==> src/sv/lhp_ram.sv <==
// Generic single-write, single-read RAM with registered read data.
`default_nettype none

module lhp_ram #(
    parameter int WIDTH = 8,
    parameter int DEPTH = 16
) (
    input  wire logic                     clk,
    input  wire logic                     we,
    input  wire logic [$clog2(DEPTH)-1:0] waddr,
    input  wire logic [WIDTH-1:0]         wdata,
    input  wire logic [$clog2(DEPTH)-1:0] raddr,
    output logic      [WIDTH-1:0]         rdata
);

    logic [WIDTH-1:0] mem_reg [DEPTH];

    // Write port and registered read port
    always_ff @(posedge clk)
    begin
        if (we)
        begin
            mem_reg[waddr] <= wdata;
        end
        rdata <= mem_reg[raddr];
    end

endmodule

`default_nettype wire

==> config.mk <==
export PLATFORM = sky130hd
export DESIGN_NAME = lhp_ram
export DESIGN_NICKNAME = d
export VERILOG_FILES = /design/src/sv/lhp_ram.sv
export SDC_FILE = /design/constraint.sdc
export NUM_CORES = 1
export LEC_CHECK = 0
export ABC_AREA = 1
export BUFFER_PORTS_ARGS = -buffer_cell sky130_fd_sc_hd__buf_2
export CAP_MARGIN = 0
export CORE_MARGIN = 2
export CORE_UTILIZATION = 55
export CTS_CLUSTER_SIZE = 24
export DETAILED_ROUTE_END_ITERATION = 7
export GPL_TIMING_DRIVEN = 0
export HOLD_SLACK_MARGIN = 0.15
export PLACE_DENSITY = 0.82
export RECOVER_POWER = 25
export SLEW_MARGIN = 20
export SYNTH_ARGS = -nofsm -noshare
export SYNTH_HDL_FRONTEND = slang
export SYNTH_SLANG_ARGS = --single-unit
==> constraint.sdc <==
create_clock -name clk -period 1.9 [get_ports clk]
set_input_delay 0.19 -clock clk [delete_from_list [all_inputs] [get_ports clk]]
set_output_delay 0.19 -clock clk [all_outputs]
set_load 0.01 [all_outputs]
---- Yosys cells after proc, flatten, opt, wreduce, memory -nomap -nowiden ----
Memories as Yosys holds them, arrays and structs flattened. A register that Yosys moved wholly into a read port is not among the register bits.
Cells that the tools add are included.
word-level totals
  flip-flop bits (word level) ............. 0
  RAM bits ................................ 128
  input port bits ......................... 18
  output and inout port bits .............. 8
  logic and storage cells ................. 3
  memories kept ........................... 1
memory list
  name     depth  width  read ports  clocked after Yosys merged registers in  write ports  line  source
  mem_reg  16     8      1           1                                        1            16    logic [WIDTH-1:0] mem_reg [DEPTH];
operators by class
  muxes and demuxes ....................... 2
operator list
  cell              number
  2-to-1 mux 1 bit  2

---- Depth between registers and ports, before layout ----
Gate-level depths: netlist of run 1.
  word-level depth ........................ 2
  mapped depth ............................ 8
  mapped depth without buffers ............ 7

---- Worst setup path before layout of run 1 ----
OpenSTA, ideal clock, no wires.
  path type ............................... input to register
  start ................................... input waddr[2]
  end ..................................... memory mem_reg[10][0] (enable)
  setup time .............................. 0.370 ns
  arrival time ............................ 0.771 ns
  data required time ...................... 1.530 ns
  path slack .............................. 0.759 ns
  stages on the path ...................... 2
  buffers on the path ..................... 0
  cells stage by stage .................... nand3b_1 -> nor2_1
RTL lines
  what             line  source
  start, declared  10    input wire logic [$clog2(DEPTH)-1:0] waddr,
  end, declared    16
Straight into the memory's write port.

==> results of run 1 <==
-- kinds of logic (layout without fill, tap and decap cells) --
| group | after synthesis | in the layout | synth area share (%) |
|---|---|---|---|
| buffers and inverters | 126 | 191 | 9.52 |
| DFF | 136 | 136 | 69.4 |
| and+or+nand+nor | 289 | 289 | 21.0 |
-- area by class of cell --
class	instances	area [µm²]	area share, %
inverters	102	383	5.68
plain buffers	24	166	2.47
clock buffers	24	470	6.98
well taps	136	170	2.52
multi-input cells	289	1210	18.0
repair buffers	33	214	3.17
clock inverters	8	120	1.78
flip-flops and latches	136	4000	59.4
-- per-layer routing --
| layer | GRT usage (%) | vias up | part of all wire, % |
|---|---|---|---|
| met5 | 0 | - | 0 |
| met4 | 10.5 | 0 | 2.3 |
| met3 | 7.60 | 30 | 12 |
| met2 | 41.5 | 301 | 47 |
| met1 | 35.1 | 1897 | 39 |
| li1 | - | 1886 | - |
-- power groups by stage --
stage / combinational (mW) / sequential (mW) / clock, mW
finish: 0.463 / 3.37 / 3.27
global route: 0.498 / 3.38 / 3.40
CTS: 0.452 / 3.37 / 3.27
detailed placement: 0.430 / 3.43 / 0
global placement: 0.413 / 3.43 / 0
floorplan: 0.237 / 3.44 / 0
-- stage by stage --
step	area (µm²)	worst slack, ps
2_1_floorplan	5770	759
3_3_place_gp	6050	227
3_5_place_dp	6050	196
4_1_cts	6750	454
5_1_grt	6740	365
6_report	6740	454
-- final timing paths --
check	startpoint	end	slack [ps]	cells past startpoint
setup / recovery	mem_reg[5][1]	rdata[1]	450	7
hold / removal	raddr[1]	rdata[0]	180	5
setup reg to reg	mem_reg[5][1]	rdata[1]	450	7
hold reg to reg	mem_reg[10][6]	rdata[6]	740	6
-- cell usage in the layout (no fill, tap or decap) --
master | Yosys | routed
clkinvlp_4 | 0 | 2
clkbuf_1 | 0 | 9
nand3b_1 | 2 | 2
buf_4 | 4 | 4
clkinv_2 | 0 | 3
inv_1 | 100 | 100
nand3_1 | 97 | 97
clkbuf_8 | 0 | 4
nand2_1 | 173 | 173
nor2_1 | 17 | 17
clkbuf_16 | 0 | 16
bufinv_16 | 0 | 3
inv_2 | 2 | 2
buf_2 | 13 | 30
dfxtp_1 | 8 | 8
buf_6 | 6 | 6
buf_1 | 1 | 1
dlygate4sd3_1 | 0 | 11
edfxtp_1 | 128 | 128
-- repair_timing --
action	CTS	global route
hold buffers	11	0
endpoints found under the hold margin	136	0
resized for setup	0	0
-- worst reg2reg max path, cell delays in order, from the launching register on --
cell	delay, ps
edfxtp_1	360
inv_1	60
nand2_1	50
nand3_1	90
nand3_1	70
dlygate4sd3_1	560
nand3_1	90
nand2_1	60
==> impl_metrics.py, run 1 <==
metrics = {
    "logic_synthesis": {
        "synth_seq_cells": 136,
        "synth_fp_nets": 569,
        "yosysWarnings": 0,
        "async_flop_share_pct": 0,
        "synth_common_cells": "nand2_1 (173), edfxtp_1 (128), inv_1 (100)",
        "postSynthCellCount": 551,
        "ys.flop_type": "edfxtp_1",
        "netlist_area_um2": 5770,
        "synth_top_area_share_pct": 66.7,
        "synth_cell_types": 12,
        "synth-edff-count": 128,
        "ys_seq_area_share_pct": 69.4,
        "synth_area_leaders": "edfxtp_1 (67%), nand2_1 (11%), nand3_1 (8.4%)",
        "syn_avg_cell_area_um2": 10.5,
        "yosysTopAreaCell": "edfxtp_1",
        "yosysMostFrequentCell": "nand2_1",
    },
    "placement": {
        "io_buffers": 22,
        "gp_congestion": 0.883,
        "place_inst": 709,
        "dp_hpwl_mm": 8.83,
    },
    "floorplanning": {
        "die_w_um": 106,
        "core_um2": 10200,
        "die_y_um": 106,
        "ios": 26,
        "std_cell_rows": 37,
        "start_util_pct": 56.4,
        "die_area_um2": 11300,
    },
    "global_routing": {
        "grt_pass1_vias": 4064,
        "track_usage_pct": 26.5,
        "grt_first_pass_wirelength_mm": 21.6,
        "antenna_found_initial": 0,
        "grt_max_degree": 17,
        "grt_overflow": 0,
    },
    "clocking": {
        "cts_max_level": 4,
        "cts_buffers": 17,
        "cts_root_buf": "clkbuf_8",
        "clkSlewWorstSetupHoldPaths_ps": 60,
        "cts_setup_buffers": 0,
        "clkSinkCount": 136,
        "cts_tree": "built",
        "clock_latency_ps": 540,
        "cts_max_path_buffers": 2,
    },
    "power_and_ir_drop": {
        "swShare_pct": 21.3,
        "max-vdd-ir-drop_mv": 0.607,
        "power_switching_mw": 1.51,
        "pwr-share-seq_pct": 47.5,
        "power_frac_clock_pct": 46.0,
        "power_mw": 7.11,
        "power_leakage_nw": 2.93,
        "comb_power_share_pct": 6.5,
        "p_int_mw": 5.60,
        "power_density_nw_per_um2": 1050,
    },
    "timing": {
        "tns_ps": 0,
        "rsz0062_at_grt": "no",
        "slew_viol_final": 0,
        "min_period_ps": 1450,
        "setup_viol": 0,
        "finalCritPeriodShare_pct": 76.1,
        "finClkSkew_ps": 5.31,
        "hold_viol": 0,
        "worst-slew-pin-transition_ps": 952,
        "max_clock_freq_mhz": 692,
        "fin_hold_ws_ps": 184,
        "maxSlewHeadroom_pct": 36.3,
    },
    "routing": {
        "vias": 4114,
        "vias_per_cell": 5.47,
        "route.detailed.drc": 0,
        "antenna_left": 0,
        "wl_per_cell_um": 18.5,
        "first_iter_violations": 510,
        "drt-total-wl_mm": 13.9,
        "drtPass1Iterations": 6,
    },
    "critical_path": {
        "crit_top_cell": "nand3_1",
        "path_buf_inv": 2,
        "required_ps": 2320,
        "crit_family": "buffers and inverters",
        "crit_fanout": 1,
        "worst_ep_arrival_time_ps": 1870,
        "start_kind": "flop",
        "critPathMaxStageDelay_ps": 560,
        "crit_path_end_kind": "flop",
        "cp_slowest_cell": "dlygate4sd3_1",
        "crit_type": "reg -> reg",
        "crit_path_cell_trace": "inv_1, nand2_1, nand3_1, nand3_1, dlygate4sd3_1, nand3_1, nand2_1",
    },
    "layout": {
        "area_growth_pct": 16.9,
        "fin_nets": 621,
        "largest_register_ffs": 128,
        "final_cells": 752,
        "n_fill_cell": 716,
        "drive_above_1_share_pct": 11.4,
        "fin_util_pct": 65.9,
        "num_antenna_cells": 0,
    },
    "worst_hold_path": {
        "hold_class": "in -> reg",
    },
    "status": {
        "outcome": "finished clean",
    },
    "job": {
        "max_cap_violations": 0,
    },
}
No activity file was read; power rests on OpenSTA's default activity.
==> inputs of run 2 (changes only) <==
clock period = 1.4 ns   (was 1.9 ns; I/O delays follow)
==> impl_metrics.py, run 2 (synthesized netlist as in run 1, its figures left out) <==
metrics = {
    "timing": {
        "worst-slew-pin-transition_ps": 968,
        "worst_slack_ps": 185,
        "fin_hold_ws_ps": 236,
        "min_period_ps": 1220,
        "tns_ps": 0,
        "hold_viol": 0,
        "finClkSkew_ps": 4.96,
        "setup_viol": 0,
        "finalCritPeriodShare_pct": 86.8,
        "max_clock_freq_mhz": 823,
        "maxSlewHeadroom_pct": 35.5,
        "rsz0062_at_grt": "no",
        "slew_viol_final": 0,
    },
    "power_and_ir_drop": {
        "max-vdd-ir-drop_mv": 0.826,
        "power_mw": 9.63,
        "power_density_nw_per_um2": 1430,
        "power_leakage_nw": 2.93,
    },
    "critical_path": {
        "crit_type": "in -> reg",
        "r2r_start": "mem_reg[14][0]",
        "crit_path_end_kind": "flop",
        "r2r_slack_ps": 330,
        "start_kind": "primary input",
        "crit_fanout": 10,
        "worst_ep_arrival_time_ps": 1620,
        "required_ps": 1810,
        "ff2ff_path_depth": 6,
        "r2r-end": "rdata[0]",
    },
    "global_routing": {
        "antenna_found_initial": 0,
        "track_usage_pct": 26.4,
        "grt_overflow": 0,
        "grt_max_degree": 17,
        "grt_first_pass_wirelength_mm": 21.6,
        "grtUsageMet2_pct": 41.3,
        "grt_use_met1_pct": 35.3,
        "grt_pass1_vias": 4057,
        "top_usage_layer": "met2",
        "use_met3_pct": 7.36,
    },
    "placement": {
        "dp_slack_ps": -254,
        "place_inst": 709,
        "place_area_um2": 6050,
        "dp_hpwl_mm": 8.83,
        "io_buffers": 22,
        "gp_congestion": 0.883,
    },
    "routing": {
        "first_iter_violations": 513,
        "vias": 4095,
        "drt-total-wl_mm": 13.8,
        "antenna_left": 0,
        "vias_per_cell": 5.45,
        "route.detailed.drc": 0,
        "drtPass1Iterations": 5,
        "wl_per_cell_um": 18.4,
    },
    "status": {
        "outcome": "finished clean",
    },
    "layout": {
        "seq_area_um2": 4000,
        "drive_above_1_share_pct": 11.4,
        "largest_register_ffs": 128,
        "final_common_cell": "nand2_1",
        "fin_nets": 621,
        "fin_area_um2": 6740,
        "layout_common_cells": "nand2_1 (173), edfxtp_1 (128), inv_1 (100)",
        "area_growth_pct": 16.9,
        "n_fill_cell": 714,
        "multi_input_comb_area_um2": 1210,
        "final_cells": 752,
        "num_antenna_cells": 0,
        "fin_util_pct": 65.9,
    },
    "floorplanning": {
        "start_util_pct": 56.4,
        "std_cell_rows": 37,
        "ios": 26,
        "die_y_um": 106,
        "die_area_um2": 11300,
        "die_w_um": 106,
        "core_um2": 10200,
    },
    "worst_hold_path": {
        "holdPathStages": 3,
        "min_to": "mem_reg[3][3]",
        "hold_class": "in -> reg",
        "hp-start": "waddr[1]",
    },
    "clocking": {
        "cts_tree": "built",
        "cts_root_buf": "clkbuf_8",
        "clock_latency_ps": 530,
        "clkSlewWorstSetupHoldPaths_ps": 60,
        "clkSinkCount": 136,
        "cts_max_level": 4,
        "cts_buffers": 17,
        "cts_resized": 0,
        "cts_max_path_buffers": 2,
    },
    "job": {
        "max_cap_violations": 0,
    },
}
[run 2: timing repair]
| action | 4_1_cts | 5_1_grt |
|---|---|---|
| endpoints found under the hold margin | 136 | 0 |
| hold buffers | 11 | 0 |
| setup buffers | 0 | 0 |
[run 2: power by group]
group | internal (mW) | switching (mW)
sequential | 4.55 | 0.0237
clock | 2.85 | 1.59
combinational | 0.193 | 0.431
total | 7.59 | 2.04
[run 2: routing by layer]
layer,up-vias,share of wire (%)
met5,-,0
met4,0,3.0
met3,46,11
met2,267,47
met1,1896,39
li1,1886,-
[run 2: worst max path at each step]
stage | cells after the start | slack, ps | startpoint | end
finish | 7 | 180 | raddr[2] | rdata[3]
global route | 7 | 150 | raddr[2] | rdata[0]
CTS | 7 | 210 | raddr[2] | rdata[3]
detailed placement | 3 | -250 | waddr[3] | mem_reg[7][2]
global placement | 3 | -220 | waddr[3] | mem_reg[7][2]
floorplan | 2 | 310 | waddr[2] | mem_reg[10][0]
[run 2: area by class of cell]
cell class,count,share of cell area (%)
flip-flops and latches,136,59.4
plain buffers,24,2.47
clock buffers,24,6.98
clock inverters,8,1.78
inverters,102,5.68
repair buffers,33,3.17
well taps,136,2.52
multi-input cells,289,18.0
[run 2: worst max-delay path: stages]
cell and delay (ps):
dlygate4sd3_1 530, buf_2 170, inv_1 240, buf_4 250, nand3_1 90, nand3_1 100
nand2_1 90
==> inputs of run 3 (changes only) <==
CORE_ASPECT_RATIO = 2   (was unset)
==> impl_metrics.py, run 3 (synthesized netlist as in run 1, its figures left out) <==
metrics = {
    "clocking": {
        "cts_tree": "built",
        "clkSinkCount": 136,
        "cts_max_level": 4,
        "cts_root_buf": "clkbuf_16",
        "cts_resized": 0,
        "cts_setup_buffers": 0,
        "clkSlewWorstSetupHoldPaths_ps": 60,
        "clock_latency_ps": 420,
        "cts_max_path_buffers": 2,
        "cts_buffers": 17,
        "cts_hold_buffers": 3,
    },
    "layout": {
        "area_growth_pct": 15.4,
        "largest_register_ffs": 128,
        "num_antenna_cells": 0,
        "drive_above_1_share_pct": 11.7,
        "fin_area_um2": 6660,
        "final_common_cell": "nand2_1",
        "layout_common_cells": "nand2_1 (173), edfxtp_1 (128), inv_1 (100)",
        "fin_nets": 613,
        "n_fill_cell": 771,
    },
    "global_routing": {
        "antenna_found_initial": 0,
        "track_usage_pct": 26.4,
        "grt_overflow": 0,
        "grt_max_degree": 17,
        "grt_first_pass_wirelength_mm": 21.5,
        "grt_pass1_vias": 4098,
    },
    "floorplanning": {
        "start_util_pct": 56.8,
        "die_area_um2": 11400,
        "core_um2": 10100,
        "die_y_um": 149,
        "std_cell_rows": 52,
        "ios": 26,
        "die_w_um": 76.4,
    },
    "routing": {
        "first_iter_violations": 423,
        "met3_length_um": 937,
        "antenna_left": 0,
        "drtPass1Iterations": 6,
        "route.detailed.drc": 0,
        "wl_per_cell_um": 19.0,
        "wl_met1_mm": 4.79,
        "routed-wl-met2_mm": 7.38,
        "vias": 4027,
        "drt-total-wl_mm": 14.2,
        "highest_layer": "met4",
        "vias_per_cell": 5.42,
    },
    "critical_path": {
        "crit_family": "simple AND/OR/NAND/NOR gates",
        "critPathMaxStageDelay_ps": 690,
        "ff2ff_path_depth": 6,
        "r2r_slack_ps": 290,
        "worst_ep_arrival_time_ps": 1210,
        "cp_slowest_cell": "nor2_1",
        "r2r_start": "mem_reg[1][3]",
        "crit_type": "in -> reg",
        "path_buf_inv": 1,
        "crit_path_cell_trace": "buf_2, nand3b_1, nor2_1",
        "start_kind": "primary input",
        "crit_fanout": 8,
        "required_ps": 1440,
        "r2r-end": "rdata[3]",
        "crit_path_end_kind": "flop",
    },
    "power_and_ir_drop": {
        "max-vdd-ir-drop_mv": 1.28,
        "power_mw": 9.61,
        "power_leakage_nw": 2.89,
        "power_density_nw_per_um2": 1440,
    },
    "timing": {
        "hold_viol": 0,
        "setup_viol": 0,
        "finalCritPeriodShare_pct": 83.4,
        "worst-slew-pin-transition_ps": 901,
        "max_clock_freq_mhz": 856,
        "finClkSkew_ps": 6.02,
        "tns_ps": 0,
        "fin_hold_ws_ps": 152,
        "slew_viol_final": 0,
        "min_period_ps": 1170,
        "maxSlewHeadroom_pct": 39.9,
        "rsz0062_at_grt": "no",
    },
    "placement": {
        "gp_congestion": 1.06,
        "io_buffers": 22,
        "dp_hpwl_mm": 9.70,
        "place_area_um2": 6050,
    },
    "worst_hold_path": {
        "holdPathStages": 3,
        "hp-start": "raddr[3]",
        "min_to": "rdata[1]",
        "hold_class": "in -> reg",
    },
    "status": {
        "outcome": "finished clean",
    },
    "job": {
        "max_cap_violations": 0,
    },
}
==> run 3: how the worst max path moves through the flow <==
stage / end / from / cells past startpoint
2_1_floorplan: mem_reg[10][0] / waddr[2] / 2
3_3_place_gp: mem_reg[11][4] / waddr[2] / 3
3_5_place_dp: mem_reg[8][5] / waddr[2] / 3
4_1_cts: mem_reg[11][6] / waddr[2] / 3
5_1_grt: mem_reg[11][6] / waddr[2] / 3
6_report: mem_reg[9][3] / waddr[2] / 3
==> run 3: through the flow <==
stage	worst slack [ps]	cells	util, %
2_1_floorplan	309	551	-
3_3_place_gp	-119	708	59.6
3_5_place_dp	-149	708	59.6
4_1_cts	275	743	65.6
5_1_grt	206	743	65.6
6_report	232	743	65.6
==> run 3: cell type report <==
type / instances / area, µm² / area share [%]
plain buffers: 24 / 166 / 2.50
clock inverters: 14 / 158 / 2.37
well taps: 135 / 169 / 2.54
clock buffers: 18 / 429 / 6.45
repair buffers: 25 / 134 / 2.01
multi-input cells: 289 / 1210 / 18.2
inverters: 102 / 383 / 5.75
flip-flops and latches: 136 / 4000 / 60.2
==> run 3: report_power, final <==
| group | internal (mW) | switching [mW] |
|---|---|---|
| combinational | 0.178 | 0.431 |
| sequential | 4.55 | 0.0230 |
| clock | 2.77 | 1.65 |
==> run 3: routing by layer <==
metal  up-vias  GRT usage, %
met5         -             0
met4         0          19.8
met3        64          5.27
met2       234          47.0
met1      1866          26.9
li1       1863             -
==> run 3: worst min-delay path, cell delays in order <==
cell and delay [ps]:
buf_1 200, nand3_1 140, nand2_1 40
