### src/sv/lhp_pkg.sv
// Shared constants, types and helper functions for the latency histogram unit.
`default_nettype none

package lhp_pkg;

    // Histogram geometry
    localparam int NUM_BUCKETS = 64;
    localparam int COUNT_BITS  = 48;
    localparam int BIDX_W      = $clog2(NUM_BUCKETS);

    // Field widths
    localparam int SAMPLE_W  = 64;
    localparam int RANK_W    = 17;
    localparam int OUT_CNT_W = 48;
    localparam int FRAC_W    = 32;

    // Datapath widths for the percentile walk
    localparam int TGT_W   = COUNT_BITS + RANK_W;
    localparam int CUM_W   = COUNT_BITS + BIDX_W;
    localparam int CMP_W   = CUM_W + 16;
    localparam int DELTA_W = COUNT_BITS + 16;

    // Divider geometry: the quotient is a fraction below one in Q32
    localparam int DIV_STEPS = FRAC_W;
    localparam int DIVCNT_W  = $clog2(DIV_STEPS);

    localparam logic [RANK_W-1:0]     RANK_ONE  = RANK_W'(65536);
    localparam logic [COUNT_BITS-1:0] CNT_MAX   = {COUNT_BITS{1'b1}};
    localparam logic [BIDX_W-1:0]     LAST_BUCK = BIDX_W'(NUM_BUCKETS - 1);

    // Request codes
    localparam logic FUNC_RECORD = 1'b0;
    localparam logic FUNC_QUERY  = 1'b1;

    // Sequencer states
    typedef enum logic [3:0] {
        S_IDLE,
        S_REC_RD,
        S_REC_WR,
        S_Q_MUL,
        S_Q_RD,
        S_Q_CHK,
        S_Q_DIV,
        S_Q_MLO,
        S_Q_MHI,
        S_Q_SUM,
        S_Q_CLAMP,
        S_Q_OUT
    } lhp_state_t;

    // Status reported by the divider
    typedef struct packed {
        logic busy;
        logic done;
    } lhp_div_stat_t;

    // Position of the highest set bit; zero for a zero word.
    function automatic logic [5:0] msb_index(input logic [SAMPLE_W-1:0] v);
        logic [5:0] idx;
        idx = '0;
        for (int k = 0; k < SAMPLE_W; k++)
        begin
            if (v[k])
            begin
                idx = 6'(k);
            end
        end
        return idx;
    endfunction

    // Bucket of a sample, with the top bucket catching every larger sample.
    function automatic logic [BIDX_W-1:0] bucket_of(input logic [SAMPLE_W-1:0] v);
        logic [5:0] msb;
        msb = msb_index(v);
        if ({1'b0, msb} >= 7'(NUM_BUCKETS - 1))
        begin
            return LAST_BUCK;
        end
        return msb[BIDX_W-1:0];
    endfunction

endpackage

`default_nettype wire

### src/sv/lhp_div.sv
// Bit-serial restoring divider that yields the Q32 in-bucket fraction.
`default_nettype none

module lhp_div (
    input  wire logic                           clk,
    input  wire logic                           rst_n,
    input  wire logic                           start,
    input  wire logic [lhp_pkg::COUNT_BITS-1:0] rem_init,
    input  wire logic [15:0]                    low_bits,
    input  wire logic [lhp_pkg::COUNT_BITS-1:0] divisor,
    output lhp_pkg::lhp_div_stat_t              stat,
    output logic [lhp_pkg::FRAC_W-1:0]          quotient
);

    logic                               busy_reg;
    logic                               done_reg;
    logic [lhp_pkg::DIVCNT_W-1:0]       cnt_reg;
    logic [lhp_pkg::COUNT_BITS-1:0]     rem_reg;
    logic [lhp_pkg::COUNT_BITS-1:0]     dvs_reg;
    logic [lhp_pkg::FRAC_W-1:0]         bits_reg;
    logic [lhp_pkg::FRAC_W-1:0]         quo_reg;

    logic [lhp_pkg::COUNT_BITS:0]       trial;
    logic [lhp_pkg::COUNT_BITS:0]       diff;
    logic                               fits;
    logic [lhp_pkg::COUNT_BITS-1:0]     rem_next;

    // One quotient bit per cycle: shift in a dividend bit, compare, subtract.
    always_comb
    begin
        trial    = {rem_reg, bits_reg[lhp_pkg::FRAC_W-1]};
        diff     = trial - {1'b0, dvs_reg};
        fits     = (trial >= {1'b0, dvs_reg});
        rem_next = fits ? diff[lhp_pkg::COUNT_BITS-1:0] : trial[lhp_pkg::COUNT_BITS-1:0];
    end

    // Control of the iteration
    always_ff @(posedge clk or negedge rst_n)
    begin
        if (!rst_n)
        begin
            busy_reg <= 1'b0;
            done_reg <= 1'b0;
            cnt_reg  <= '0;
        end
        else
        begin
            done_reg <= 1'b0;
            if (start)
            begin
                busy_reg <= 1'b1;
                cnt_reg  <= '0;
            end
            else if (busy_reg)
            begin
                cnt_reg <= cnt_reg + 1'b1;
                if (cnt_reg == lhp_pkg::DIVCNT_W'(lhp_pkg::DIV_STEPS - 1))
                begin
                    busy_reg <= 1'b0;
                    done_reg <= 1'b1;
                end
            end
        end
    end

    // Remainder, dividend bits and quotient
    always_ff @(posedge clk)
    begin
        if (start)
        begin
            rem_reg  <= rem_init;
            dvs_reg  <= divisor;
            bits_reg <= {low_bits, 16'b0};
            quo_reg  <= '0;
        end
        else if (busy_reg)
        begin
            rem_reg  <= rem_next;
            bits_reg <= {bits_reg[lhp_pkg::FRAC_W-2:0], 1'b0};
            quo_reg  <= {quo_reg[lhp_pkg::FRAC_W-2:0], fits};
        end
    end

    assign stat.busy = busy_reg;
    assign stat.done = done_reg;
    assign quotient  = quo_reg;

endmodule

`default_nettype wire

### config.mk
export PLATFORM = sky130hd
export DESIGN_NAME = lhp_div
export DESIGN_NICKNAME = d
export VERILOG_FILES = /design/src/sv/lhp_pkg.sv /design/src/sv/lhp_div.sv
export SDC_FILE = /design/constraint.sdc
export NUM_CORES = 1
export LEC_CHECK = 0
export BUFFER_PORTS_ARGS = -buffer_cell sky130_fd_sc_hd__buf_2
export CAP_MARGIN = 10
export CORE_ASPECT_RATIO = 1.5
export CORE_UTILIZATION = 60
export DETAILED_ROUTE_END_ITERATION = 10
export GPL_ROUTABILITY_DRIVEN = 0
export PLACE_DENSITY_LB_ADDON = 0.15
export SYNTH_ARGS = -nofsm -noshare
export SYNTH_HDL_FRONTEND = slang
export SYNTH_SLANG_ARGS = --single-unit
### constraint.sdc
create_clock -name clk -period 8.4 [get_ports clk]
set_clock_uncertainty 0.2 [all_clocks]
set_input_delay 0.42 -clock clk [delete_from_list [all_inputs] [get_ports clk]]
set_output_delay 0.42 -clock clk [all_outputs]
set_load 0.01 [all_outputs]
* Word level (Yosys, flattened, before mapping)
Index checks and enable logic that the tools add are counted.
Cells by class: add/sub/neg operators 2, $lt $le $gt $ge 1, equality and inequality tests 1, muxes and demuxes 13, reductions and logical operators 1
Operator list (count):
- 48-bit two-way mux | 3
- 32-bit two-way mux | 2
- 49-bit by 48-bit >= comparator with 1-bit output | 1
- 48-bit subtractor | 1
- 5-bit two-way mux | 2
- 1-bit two-way mux | 6
- 5-bit by 1-bit adder with 5-bit output (second input constant) | 1
- 5-bit == test (second input constant) | 1
- 2-bit nonzero test | 1
Storage, ports and cells: register bits after elaboration 151, bits of input ports 115

* Longest topological paths before layout
Gate-level depths: netlist (run 1).
word-level depth 4, mapped depth 16, gate-level depth less buffers 14

* Worst setup path before layout (run 1)
No wires, ideal clock.
path kind input to register, start in start, end reg bits_reg[16] (netlist bit) (enable), data arrival time 2700 ps, setup slack 5076 ps, stages 5, buffers on the path 3, path through clkbuf_1 -> clkinv_1 -> clkbuf_1 -> clkbuf_1 -> nand2_1
Between the ends: cells in the longest elaborated chain, start to end 1
RTL lines:
- from (decl) | RTL line lhp_div.sv:7 | input wire logic start,
- 2-bit nonzero test (no line)
- to (signal assigned) | RTL line lhp_div.sv:73 | bits_reg <= {low_bits, 16'b0};
- to (signal assigned) | RTL line lhp_div.sv:79 | bits_reg <= {bits_reg[lhp_pkg::FRAC_W-2:0], 1'b0};
- to (decl) | RTL line lhp_div.sv:20 | logic [lhp_pkg::FRAC_W-1:0] bits_reg;
Every way passes these cells. A chain may end at the register's enable or synchronous reset.

* Worst setup path in the final report (run 1)
start reg rem_reg[31] (netlist bit), end reg rem_reg[27] (netlist bit) (data pin)
Between the ends: cells in the longest elaborated chain, start to end 4
RTL lines:
- from (decl) | RTL line lhp_div.sv:18 | logic [lhp_pkg::COUNT_BITS-1:0] rem_reg;
- from (signal assigned) | RTL line lhp_div.sv:71 | rem_reg <= rem_init;
- from (signal assigned) | RTL line lhp_div.sv:78 | rem_reg <= rem_next;
- 49-bit by 48-bit >= comparator with 1-bit output | RTL line lhp_div.sv:33 | fits = (trial >= {1'b0, dvs_reg});
- 48-bit two-way mux | RTL line lhp_div.sv:34 | rem_next = fits ? diff[lhp_pkg::COUNT_BITS-1:0] : trial[lhp_pkg::COUNT_BITS-1:0];
- 48-bit two-way mux | RTL line lhp_div.sv:76 | else if (busy_reg)
- 48-bit two-way mux | RTL line lhp_div.sv:69 | if (start)
Every way passes these cells. The select of a mux whose other input is x is not followed.

==> summary by stage, run 1 <==
Setup path
STA classifies the critical path endpoint as a register. The cell repeated most along the worst path is nand3_1. Broken down by cell family, the worst path's largest delay share belongs to simple AND/OR/NAND/NOR gates. STA classifies the critical path startpoint as a register. Along the worst path, the maximum fanout reaches 24. The required time of the critical path is 8390 ps.

The delay contributed by the slowest stage of the critical path is 600 ps. The data arrival time at the worst-slack endpoint is 4130 ps. The count of buffer and inverter cells on the critical path is 1.

The critical path goes through ha_1 -> and2_1 -> nand3_1 -> nor4_1 -> nand4b_1 -> nand3_1 -> or2_1 -> buf_4 -> a21oi_1 -> mux2_2. For this design, the slowest cell found on the critical path is or2_1. The type of the setup path with the least slack is register to register.

Pwr
The ratio of total power to cell area is 332.8 mW/mm2. Summed over all cells, the static leakage comes to 0.005037 uW. The switching power is 1492 uW. In this run, the combinational gates consume 49.1% of the power. The maximum vdd ir drop is 0.1758 mV.

The internal power of the cells totals 2142 uW. The share of total power in sequential cells is 29.8%. Net switching is 41.06% of the power. The clock network burns 21.1% of the power.

STA
Hold is met by 74.79 ps. The actual transition at the worst max-transition pin is 1048 ps. Setup repair after global routing left no endpoint under its margin.

The period utilization is 49.26%. The remaining max-slew budget at the tightest pin is 30.16%. The smallest clock period supported by the final layout is computed as 4138 ps. The number of setup violations in the final report is 0. Adding up every negative setup slack in the final design gives 0 ps. Derived from the worst setup path, the maximum achievable clock frequency is 241.7 MHz. The max-slew violation count came to 0.

The hold violation total from the final report is 0.

Layout
The ratio of cells with drive above 1 in the final layout is 20.73%. The number of nets in the finished design is 1248. The number of filler cells placed in the layout is 1111.

Relative to the synthesized area, the layout overhead comes to 20.74%. The library cell used most frequently in the layout, excluding fill and tap cells, is buf_2. 0 antenna diodes ended up in the layout. In the layout the commonest cells are buf_2 (147), edfxtp_1 (112), nand2_1 (102).

Yosys
The mapped netlist covers 0.009042 mm2. Of all flip-flops after synthesis, the portion carrying an async set or reset was 4.636%. The compound-cell area share of the yosys netlist is 17.20%.

Synthesis handed over a netlist of 914 instances. Of the total synthesized cell area, the portion taken by full adders, half adders and majority gates is 7.140%. The sequential fraction of the synthesis area is 46.22%.

The synthesized netlist devotes 13.38% of its cell area to simple gates. The top flip-flop cell by instance count after synthesis is edfxtp_1. The portion of synthesized area spent on multiplexers is 6.946%. The count of cell types in the netlist is 73. The post-synthesis share of cell area spent on xor and xnor gates is 3.874%.

The synthesized design contains 112 enable-type register cells. When the netlist entered floorplanning its net count stood at 1080. The average size of a mapped cell is 9.893 um2. Counting flops and latches in the post-synthesis netlist gives 151. By area, the combinational part of the netlist is dominated by compound AO/OA/AOI/OAI gates. For this run, the number of Yosys warnings is 0.

Floorplanning
The horizontal extent of the die is 102.2 um. Once the floorplan was initialized, standard cells occupied 61.67% of the core. For this design the top-level I/O count stands at 149. The core region is 0.01466 mm2. The die covers 0.01558 mm2. Measured along the y axis, the die boundary spans 152.4 um.

The number of core rows is 54.

Clock network
The clock latency on the worst-skew pair is 430 ps. No sink is reached through more buffers than the 2 on the longest clock path. The number of buffers created by CTS is 17.

The post-cts sizing count is 0. The clock-pin slew on the worst setup and hold paths is 70 ps. The cell at the root of the clock tree is clkbuf_16. TritonCTS built the clock tree. The sink count of the clock tree is 151. The H-tree was split into 4 levels.

Route
The total via count after detailed routing is 7363. The violation count after the first detailed-route iteration is 457. The count of nets left with antenna violations once routing finished came out at 0.

After detailed routing, the total wire length is 21140 um. The detailed-route vias per instance is 5.703. For this run, the detailed router's first-pass iteration total came to 5. In the final routed layout, each cell accounts on average for 16.37 um. For this run, design rule violations remaining after detail routing come to 0.

Global route
The first global-routing pass estimated 34320 um of wire. The number of global-route vias before repair is 7438. Global routing used 27.95% of the available tracks across all layers. Summed over all layers, the global routing overflow is 0.

The initial antenna violation count was 0. Entering global routing, the biggest net connects 73 pins.

Placed design
Input and output buffers added on the ports amount to 148. The placed wire-length estimate after detailed placement is 14500 um.

Run
The reported max-cap violation count is 0.

Status
The flow ran to the end, and the final reports show no timing, DRC or antenna violations.

Hold path
The min-delay analysis places its worst path in the category primary input to register.
[routing by layer]
metal / vias up / wire [um] / global-route usage, %
met5: - / 0 / 0
met3: 37 / 1109 / 5.642
met2: 218 / 10830 / 49.22
met1: 3472 / 8777 / 33.30
li1: 3636 / - / -
met4: 0 / 422 / 9.388
[layout make-up]
class                      count  area [um2]  share of cell area, %
tap                          196       245.2                  2.246
multi-input combinational    648        4399                  40.29
clock inverter                13       125.1                  1.146
sequential                   151        4180                  38.29
clock buffer                  19       464.2                  4.252
inverter                      62       232.7                  2.132
timing repair buffer         202        1271                  11.64
[cells in the mapped netlist, types with 2 or more instances]
| cell | number | area [um2] |
|---|---|---|
| a21oi_1 | 63 | 315.3 |
| o21ai_0 | 35 | 175.2 |
| o2bb2ai_1 | 4 | 35.03 |
| xor2_1 | 15 | 131.4 |
| nor4_1 | 2 | 12.51 |
| nand3_1 | 12 | 60.06 |
| mux2i_1 | 41 | 410.4 |
| nand2_1 | 103 | 386.6 |
| or3_1 | 3 | 18.77 |
| edfxtp_1 | 112 | 3363 |
| mux2_2 | 18 | 202.7 |
| o21bai_1 | 13 | 97.59 |
| o31ai_1 | 4 | 30.03 |
| or2_1 | 2 | 12.51 |
| ha_1 | 50 | 625.6 |
| a2bb2oi_1 | 3 | 26.28 |
| nor3_1 | 14 | 70.07 |
| a2111oi_2 | 2 | 30.03 |
| and3_1 | 7 | 43.79 |
| xnor2_1 | 25 | 219.0 |
| dfrtp_1 | 7 | 175.2 |
| o21ai_1 | 7 | 35.03 |
| buf_2 | 16 | 80.08 |
| a211o_1 | 3 | 26.28 |
| nor2_1 | 88 | 330.3 |
| buf_1 | 5 | 18.77 |
| nor2b_1 | 4 | 25.02 |
| nand4_1 | 14 | 87.58 |
| clkbuf_1 | 27 | 101.4 |
| nand2b_1 | 2 | 12.51 |
| o21a_1 | 6 | 45.04 |
| a21o_1 | 27 | 202.7 |
| nor4b_1 | 2 | 17.52 |
| dfxtp_1 | 32 | 640.6 |
| inv_1 | 60 | 225.2 |
| a31oi_1 | 30 | 187.7 |
| and4_1 | 3 | 26.28 |
| a211oi_1 | 9 | 67.56 |
| and2_1 | 4 | 25.02 |
| a21oi_2 | 3 | 26.28 |
| o31ai_4 | 2 | 42.54 |
| buf_4 | 4 | 30.03 |
[final timing paths]
check	startpoint	endpoint	slack (ps)	depth (start not counted)
max	rem_reg[31]$_DFFE_PP_	rem_reg[27]$_DFFE_PP_	4260	10
min	low_bits[0]	bits_reg[16]$_SDFFCE_PN0P_	70	2
max reg2reg	rem_reg[31]$_DFFE_PP_	rem_reg[27]$_DFFE_PP_	4260	10
min reg2reg	quotient[31]$_SDFFE_PP0P_	quotient[31]$_SDFFE_PP0P_	320	2
max in group asynchronous	rst_n	busy_reg$_DFF_PN0_	7680	2
min in group asynchronous	rst_n	cnt_reg[2]$_DFFE_PN0P_	150	2
[repair_timing]
item / in CTS / in global routing
hold endpoints to repair: 55 / 0
hold buffers: 49 / 0
buffers inserted: 0 / 0
setup endpoints to repair: 0 / 0
[cell families after synthesis]
family,count (synthesis)
muxes,60
DFF,151
and+or+nand+nor,266
buffers and inverters,115
xor gates and xnor gates,40
AOI/OAI and AO/OA,231
adders and majority gates,51
[through the flow]
stage,std cells,utilization [%],power [uW],cell area (um2),setup slack (ps)
floorplan,914,-,2457,9042,5076
CTS,1291,74.47,3625,10920,4269
finish,1291,74.47,3634,10920,4262
detailed placement,1210,67.10,2823,9838,4277
global placement,1210,67.10,2791,9838,4368
global route,1291,74.47,3867,10920,3974
[power groups by stage]
stage | registers, uW | clock network, uW | logic [uW]
finish | 1080 | 768 | 1780
global route | 1100 | 800 | 1970
CTS | 1080 | 774 | 1770
detailed placement | 1090 | 0 | 1730
global placement | 1090 | 0 | 1700
floorplan | 1070 | 0 | 1390
(Power assumes the default switching activity.)
==> inputs of run 2 (changes only) <==
--- a/config.mk
+++ b/config.mk
@@ -8,7 +8,7 @@
 export BUFFER_PORTS_ARGS = -buffer_cell sky130_fd_sc_hd__buf_2
 export CAP_MARGIN = 10
 export CORE_ASPECT_RATIO = 1.5
-export CORE_UTILIZATION = 60
+export CORE_UTILIZATION = 57
 export DETAILED_ROUTE_END_ITERATION = 10
 export GPL_ROUTABILITY_DRIVEN = 0
 export PLACE_DENSITY_LB_ADDON = 0.15
==> constraint.sdc (replaced) <==
create_clock -name clk -period 4.1 [get_ports clk]
set_clock_uncertainty 0.2 [all_clocks]
set_input_delay 0.205 -clock clk [delete_from_list [all_inputs] [get_ports clk]]
set_output_delay 0.205 -clock clk [all_outputs]
set_load 0.01 [all_outputs]
==> summary by stage, run 2 (synthesized netlist as in run 1, its figures left out) <==
Pwr
The switching power is 3033 uW. Combinational logic is responsible for 49.3% of the overall power. Dividing total power by cell area gives a power density of 649.7 mW/mm2. The worst-case IR drop observed on VDD is 0.4039 mV. The portion of total power attributed to the clock network is 21.2%. Sequential cells burn 29.6% of the power. The analysis attributes to cell leakage a power of 0.005337 uW.

The switching part of the total power is 40.26%. The cell-internal power is 4501 uW.

Global route
Entering global routing, the biggest net connects 70 pins. The global route total overflow is 0. The number of global-route vias before repair was 7825. The initial antenna violation count is 0. The overall routing resource usage is 28.38%. The wire length of the first global-routing pass is 36950 um.

Layout
The multi-input combinational cells in the finished layout cover a total of 0.004399 mm2. Summing all flip-flop and latch instances after layout gives 0.004180 mm2. The leading cell type in the layout, fill and taps excluded is buf_2. Relative to the synthesized area, the layout overhead comes to 28.23%.

The final cell utilization of the core is 74.54%. The number of antenna repair diodes is 0. The number of nets in the finished design is 1315. Of the cells placed in the final design, the portion with a size suffix greater than 1 is 20.14%.

The layout has 1156 filler cells. In the layout the commonest cells are buf_2 (147), edfxtp_1 (112), dlygate4sd3_1 (109).

Status
The run finished with clean final reports.

Route
The first-pass iteration count of the detailed router is 5. The detail route stage leaves a number of antenna-violating nets equal to 0. The routed layout has 7605 vias. The number of design rule violations left after detail routing is 0. In the final routed layout, each cell accounts on average for 16.37 um.

Dividing the detail-routed via count by the number of cells gives 5.571. The final wirelength is 22340 um. The violation count after the first detailed-route iteration is 410.

STA
The hold violation total from the final report came to 0. Timing would allow up to 275.7 MHz. Setup repair after global routing left no endpoint under its margin.

The remaining max-slew budget at the tightest pin is 49.78%. The max-slew violation count is 0. The period utilization is 88.46%. The total negative slack for setup checks is 0 ps. The worst path needs 3627 ps of the cycle, external delays included. For the pin with the worst max-slew slack, the measured transition is 753.3 ps. The number of setup violations in the final report is 0. The final-layout worst hold slack is 19.72 ps.

Setup path
STA puts the critical path data arrival time at 3600 ps. The number of buffers and inverters on the critical path is 2. The number of cells on the worst reg-to-reg path is 14. The sort of element at the end of the critical path is a register. The critical path goes through inv_1 -> ha_1 -> inv_1 -> fa_1 -> a21oi_1 -> o21ai_1 -> a211oi_2 -> o21ai_1 -> a21oi_4 -> o2bb2ai_2 -> o41ai_4 -> a211o_1 -> a211oi_1 -> nor3_1. The kind of start point of the critical path is a register. The type of the setup path with the least slack is register to register. The required time of the critical path is 4070 ps. The kind of cell with the highest combined delay along the critical path is compound AO/OA/AOI/OAI gates. In this run the worst path has a maximum fanout of 5. In this run the critical register-to-register path is launched from bits_reg[31]$_DFFE_PP_. In this run the critical register-to-register path is captured at rem_reg[38]$_DFFE_PP_. The beginning of the critical path is bits_reg[31]$_DFFE_PP_. The critical path runs through a total of 14 cells. The worst setup slack for register-to-register paths is 470 ps.

The delay contributed by the slowest stage of the critical path is 400 ps. In this run the worst setup path terminates at rem_reg[38]$_DFFE_PP_. The slowest stage of the critical path is the fa_1 cell.

Floorplanning
The starting density of the core is 58.13%. The number of core rows is 56. The core footprint is 0.01555 mm2. The die covers 0.01638 mm2. In this run the count of I/O pins placed on the die edge is 149.

The horizontal extent of the die is 104.8 um. The die is 156.3 um tall.

Clock network
Clock-pin slew was measured on the worst setup and hold paths at 70 ps. The buffer levels on the longest clock path is 2. The post-cts sizing count is 0.

The tree built by TritonCTS fans out to 151 sinks. TritonCTS built the clock tree. Buffers inserted during clock tree synthesis total 17. The H-tree was split into 4 levels.

The cell at the root of the clock tree is clkbuf_16. For the worst-skew pair, the clock arrives at the later sink with an insertion delay of 420 ps.

Hold path
The kind of path behind the tightest hold check is primary input to register.

Run
Max-cap violations in this run came to 0.

Placed design
In this run the tool buffered the top-level ports with 148 buffer cells. The HPWL after detailed placement is 14720 um.
[run 2: worst min-delay path by stage]
stage,start,end,cells after the start
finish,rem_init[4],rem_reg[4]$_DFFE_PP_,3
global route,rem_init[46],rem_reg[46]$_DFFE_PP_,3
CTS,rem_init[4],rem_reg[4]$_DFFE_PP_,3
detailed placement,rst_n,cnt_reg[1]$_DFFE_PN0P_,1
global placement,rst_n,cnt_reg[1]$_DFFE_PN0P_,1
floorplan,rst_n,busy_reg$_DFF_PN0_,0
[run 2: layout make-up]
cell class	instances	share of cell area [%]
multi-input cells	648	37.94
flip-flops and latches	151	36.05
repair buffers	269	16.70
clock buffers	19	4.003
well taps	203	2.191
inverters	62	2.007
clock inverters	13	1.101
[run 2: metal layers]
metal	vias up	part of all wire [%]	GRT usage, %
met1	3575	41	32.97
li1	3767	-	-
met2	231	52	52.76
met5	-	0	0
met3	32	4.9	4.956
met4	0	2.0	9.121
[run 2: power groups by stage]
stage               combinational (uW)  clock, uW  sequential, uW
finish                            3710       1600            2230
global route                      4120       1670            2260
CTS                               3680       1620            2220
detailed placement                3570          0            2240
global placement                  3540          0            2240
floorplan                         2840          0            2190
[run 2: worst register-to-register path, delay by kind of cell (launching register included)]
kind,cells,cell delay [ps]
AOI/OAI and AO/OA,9,1970
adders and majority gates,2,610
DFF,1,370
buffers and inverters,2,150
and+or+nand+nor,1,90
[run 2: what timing repair did]
item,CTS,global route
setup buffers,0,0
hold buffers,109,0
setup endpoints to repair,0,0
hold endpoints to repair,114,0
[run 2: metrics by stage]
step	setup slack, ps	std cells	instance area [um2]	power (uW)
final	473.2	1365	11590	7534
after global routing	175.6	1365	11590	8045
after CTS	448.1	1365	11590	7510
after detailed placement	453.7	1224	9912	5811
after global placement	546.4	1224	9912	5780
after floorplan	789.6	914	9042	5034
